<file path="config.mk">
export PLATFORM = sky130hd
export DESIGN_NAME = rau_ctrl
export DESIGN_NICKNAME = d
export VERILOG_FILES = /design/src/rtl/rau_pkg.sv /design/src/rtl/rau_ctrl.sv
export SDC_FILE = /design/constraint.sdc
export NUM_CORES = 1
export LEC_CHECK = 0
export ABC_AREA = 1
export BUFFER_PORTS_ARGS = -buffer_cell sky130_fd_sc_hd__buf_2
export CAP_MARGIN = 10
export CORE_AREA = 2 2 39 41
export DETAILED_ROUTE_END_ITERATION = 6
export DIE_AREA = 0 0 41 43
export PLACE_DENSITY_LB_ADDON = 0.2
export SYNTH_ARGS = -nofsm -noshare
export SYNTH_HDL_FRONTEND = slang
export SYNTH_SLANG_ARGS = --single-unit
</file>
<file path="constraint.sdc">
create_clock -name i_clk -period 1.9 [get_ports i_clk]
set_input_delay 0.38 -clock i_clk [delete_from_list [all_inputs] [get_ports i_clk]]
set_output_delay 0.38 -clock i_clk [all_outputs]
set_load 0.01 [all_outputs]
</file>
<file path="src/rtl/rau_pkg.sv">
`default_nettype none

package rau_pkg;

    // operation codes
    localparam logic [2:0] KIND_ADD = 3'd0;
    localparam logic [2:0] KIND_SUB = 3'd1;
    localparam logic [2:0] KIND_MUL = 3'd2;
    localparam logic [2:0] KIND_DIV = 3'd3;
    localparam logic [2:0] KIND_CMP = 3'd4;

    // product slots, one multiplication each
    localparam logic [1:0] PROD_LN_RD = 2'd0;
    localparam logic [1:0] PROD_RN_LD = 2'd1;
    localparam logic [1:0] PROD_LN_RN = 2'd2;
    localparam logic [1:0] PROD_DEN   = 2'd3;

    localparam int unsigned DIV_STEPS = 64;

    typedef struct packed {
        logic       load;
        logic       mul_en;
        logic [1:0] mul_sel;
        logic       form;
        logic       norm;
        logic       gcd_step;
        logic       shl;
        logic       div_start_num;
        logic       div_start_den;
        logic       div_step;
        logic       save_qd;
        logic       out_load;
    } t_cmd;

    typedef struct packed {
        logic arith;
        logic den_zero;
        logic gcd_done;
        logic k_zero;
        logic div_done;
    } t_stat;

endpackage

`default_nettype wire

</file>
<file path="src/rtl/rau_ctrl.sv">
`default_nettype none

module rau_ctrl (
    input  wire                  i_clk,
    input  wire                  i_rst_n,
    input  wire                  i_req_valid,
    input  wire                  i_res_ready,
    input  wire rau_pkg::t_stat  i_stat,
    output logic                 o_req_ready,
    output logic                 o_res_valid,
    output rau_pkg::t_cmd        o_cmd
);

    typedef enum logic [3:0] {
        S_IDLE, S_MUL, S_FORM, S_NORM, S_GCD, S_SHL, S_DIVN, S_DIVD, S_FIN
    } t_state;

    t_state     r_state, n_state;
    logic [1:0] r_mcnt, n_mcnt;
    logic       r_out_valid, n_out_valid;

    // sequence the datapath
    always_comb begin
        n_state     = r_state;
        n_mcnt      = r_mcnt;
        n_out_valid = r_out_valid && !i_res_ready;
        o_cmd       = '0;
        o_cmd.mul_sel = r_mcnt;
        case (r_state)
            S_IDLE: begin
                if (i_req_valid) begin
                    o_cmd.load = 1'b1;
                    n_mcnt     = 2'd0;
                    n_state    = S_MUL;
                end
            end
            S_MUL: begin
                o_cmd.mul_en = 1'b1;
                n_mcnt       = r_mcnt + 2'd1;
                if (r_mcnt == rau_pkg::PROD_DEN) begin
                    n_state = i_stat.arith ? S_FORM : S_FIN;
                end
            end
            S_FORM: begin
                o_cmd.form = 1'b1;
                n_state    = S_NORM;
            end
            S_NORM: begin
                o_cmd.norm = 1'b1;
                n_state    = i_stat.den_zero ? S_FIN : S_GCD;
            end
            S_GCD: begin
                if (i_stat.gcd_done) begin
                    n_state = S_SHL;
                end else begin
                    o_cmd.gcd_step = 1'b1;
                end
            end
            S_SHL: begin
                if (i_stat.k_zero) begin
                    o_cmd.div_start_num = 1'b1;
                    n_state             = S_DIVN;
                end else begin
                    o_cmd.shl = 1'b1;
                end
            end
            S_DIVN: begin
                if (i_stat.div_done) begin
                    o_cmd.div_start_den = 1'b1;
                    n_state             = S_DIVD;
                end else begin
                    o_cmd.div_step = 1'b1;
                end
            end
            S_DIVD: begin
                if (i_stat.div_done) begin
                    o_cmd.save_qd = 1'b1;
                    n_state       = S_FIN;
                end else begin
                    o_cmd.div_step = 1'b1;
                end
            end
            S_FIN: begin
                if (!r_out_valid || i_res_ready) begin
                    o_cmd.out_load = 1'b1;
                    n_out_valid    = 1'b1;
                    n_state        = S_IDLE;
                end
            end
            default: n_state = S_IDLE;
        endcase
    end

    // hold state and the result valid flag
    always_ff @(posedge i_clk) begin
        if (!i_rst_n) begin
            r_state     <= S_IDLE;
            r_mcnt      <= 2'd0;
            r_out_valid <= 1'b0;
        end else begin
            r_state     <= n_state;
            r_mcnt      <= n_mcnt;
            r_out_valid <= n_out_valid;
        end
    end

    assign o_req_ready = r_state == S_IDLE;
    assign o_res_valid = r_out_valid;

endmodule

`default_nettype wire

</file>
==> metrics.csv <==
stage,metric,value,unit
outcome,status,"finished, final reports clean",
setup_path,critPathLaunchType,flip-flop,
global_routing,antenna_found_initial,0,
setup_path,r2r_end,r_state[0],
die,die_x,41,microns
power,vdd_drop_max,0.384,mV
synthesis,yosysTopAreaCellShare,26.0,%
synthesis,synth_xor_area_share,0,%
synthesis,syn-mean-instance-area,6.34,sq um
cells_and_area,utilization,50.6,%
global_routing,grt_pass1_wl,1.99,mm
cells_and_area,final_cell_mix,"buf_2, nand2_1, inv_1",
synthesis,synth_area_leader_cell,dfxtp_1,
clocking,cts.repair.resized,0,
detailed_routing,route.antenna.remaining_nets,0,
hold_path,hp-start,i_rst_n,
sta,period_needed,1.69,ns
sta,timing.fmax,0.592,GHz
synthesis,synthMuxAreaShare,0,%
synthesis,yosysSeqAreaShare,26.0,%
setup_path,crit_path_max_incr_delay,0.38,ns
clocking,clockBufferDepth,2,
power,p_leak,0.418,nW
placement,portBuffers,23,
setup_path,crit_type,reg2out,
synthesis,synth_area_leaders,"dfxtp_1, nand2_1, inv_1",
synthesis,yosysWarnings,0,
sta,setup_viol,0,
cells_and_area,finalNetCount,123,
setup_path,reg2regPathDepth,9,
detailed_routing,avgRoutedWirePerCell,9.06,microns
placement,hpwl,980,microns
setup_path,arrival,1.31,ns
cells_and_area,antennaDiodeCount,0,
run,cap_violations,0,
sta,finalHoldViolations,0,
die,fp.dieArea,1760,sq um
clocking,cts_buffers,3,
sta,finalMaxSlewViolations,0,
clocking,cts-root-buf,clkbuf_4,
clocking,post_cts_buffers,0,
hold_path,hold_depth,3,
die,fp.dieH,43,microns
cells_and_area,ff_latch_area,140,sq um
sta,fin_tns_setup,0,ns
setup_path,r2r-start,r_state[0],
setup_path,cp_max_fo,6,
global_routing,grt_pass1_vias,504,
sta,relSlewSlack,81.6,%
cells_and_area,multi_input_area,324,sq um
power,total_power,0.622,mW
cells_and_area,area_growth_syn_to_layout,29.9,%
sta,fin_crit_sh,88.9,%
sta,clock-skew-final,0.00713,ns
die,ios,24,
sta,tightest_slew,0.276,ns
synthesis,synthAdderAreaFrac,2.32,%
clocking,path_clk_slew,0.06,ns
setup_path,cp-end-kind,output port,
global_routing,grt_start_max_net_pins,8,
detailed_routing,drcViolationCount,0,
clocking,cts.sinks,7,
global_routing,grt-ovfl-total,0,
cells_and_area,layout-drive-gt1-share,40.2,%
clocking,clk_latency,0.25,ns
detailed_routing,vias,580,
power,power_density,887,nW/um^2
clocking,cts_tree,done,
synthesis,syn-num-nets,95,
die,row_count,14,
setup_path,crit_slowest_cell,dfxtp_1,
synthesis,synth_compound_area_share,10.2,%
setup_path,r2r_setup_slack,0.64,ns
clocking,cts_hold_buffers,0,
cells_and_area,final_common_cell,buf_2,
placement,gp_congestion,0.777,
synthesis,syn-cell-area,539,sq um
synthesis,synth_top_family_by_area,simple AND/OR/NAND/NOR gates,
detailed_routing,wirelength,1.16,mm
detailed_routing,first_iter_violations,10,
sta,rsz0062_at_grt,no,
synthesis,synth.distinct_cells,18,
die,core-area,1380,sq um
hold_path,whs_endpoint,r_state[0],
setup_path,worstPathRequired,1.52,ns
global_routing,grt_use_total,16.4,%
setup_path,path_cells,nor2_2 -> nand2_1 -> nor2_1 -> buf_2,
synthesis,yosys.area_share.simple,47.6,%
clocking,htreeDepth,1,
hold_path,min_path_type,in2reg,
die,start_util,39.0,%
detailed_routing,first_pass_iters,4,
cells_and_area,nFillCells,161,
detailed_routing,vias_per_cell,4.53,
synthesis,syn_inst,85,
synthesis,ys_ff_latch,7,
## report_power, final
part / leakage [nW] / total, mW / internal [mW] / switching, mW
sequential: 0.0570 / 0.203 / 0.171 / 0.0328
clock: 0.0150 / 0.136 / 0.0802 / 0.0555
combinational: 0.346 / 0.283 / 0.106 / 0.176
## logic make-up (layout without fill, tap and decap cells)
group / count (synthesis) / count (layout)
compound gates: 9 / 9
fa+ha+maj: 1 / 1
flops: 7 / 7
simple gates: 48 / 48
buf+inv: 20 / 47
## synthesized netlist by cell type
cell type and n:
inv_1 14, nand3_1 5, nand2_1 16, dfxtp_1 7, o31ai_1 1, nor2_1 13
nand3_2 4, ha_1 1, nor2_2 4, nor2_4 3, inv_2 5, nand3b_2 1
nand2_2 1, nand4_1 1, o21ai_0 1, a21oi_1 6, o211ai_2 1, clkinv_1 1
## area by class of cell
class                      instances  share of cell area [%]
clock buffer                       4                    3.75
inverter                          20                    10.7
multi-input combinational         58                    46.3
sequential                         7                    20.0
tap                               16                    2.86
timing repair buffer              23                    16.4
## metal layers
metal | track usage, % | up-vias | wire [microns]
met2 | 23.4 | 17 | 564
met5 | 0 | - | 0
met3 | 3.14 | 2 | 61
met1 | 21.7 | 246 | 526
li1 | - | 315 | -
met4 | 10.0 | 0 | 8
## worst max path at each step
stage	end	startpoint	cells past startpoint	slack, ns
after global routing	o_cmd[12]	r_state[0]	4	0.07
after floorplan	o_cmd[1]	r_state[2]	4	0.62
final	o_cmd[12]	r_state[1]	4	0.21
after global placement	o_cmd[12]	r_state[0]	4	0.50
after CTS	o_cmd[12]	r_state[0]	4	0.20
after detailed placement	o_cmd[12]	r_state[0]	4	0.48
## state kept, by name (all words and copies together) (netlist names)
name,cells
r_state,4
r_mcnt,2
o_res_valid,1
## critical path: cells and delay by family, from the launching register on
family / cells / cell delay (ns)
and+or+nand+nor: 3 / 0.51
DFF: 1 / 0.38
buffers and inverters: 1 / 0.16
## through the flow
step                instances  instance area (sq um)  worst slack [ns]  hold slack [ns]
global placement          124                    674             0.497            0.466
detailed placement        124                    674             0.478            0.483
global route              128                    701            0.0745            0.388
floorplan                  85                    539             0.625            0.498
CTS                       128                    701             0.204            0.378
finish                    128                    701             0.211            0.384
No activity file was read; power rests on OpenSTA's default activity.
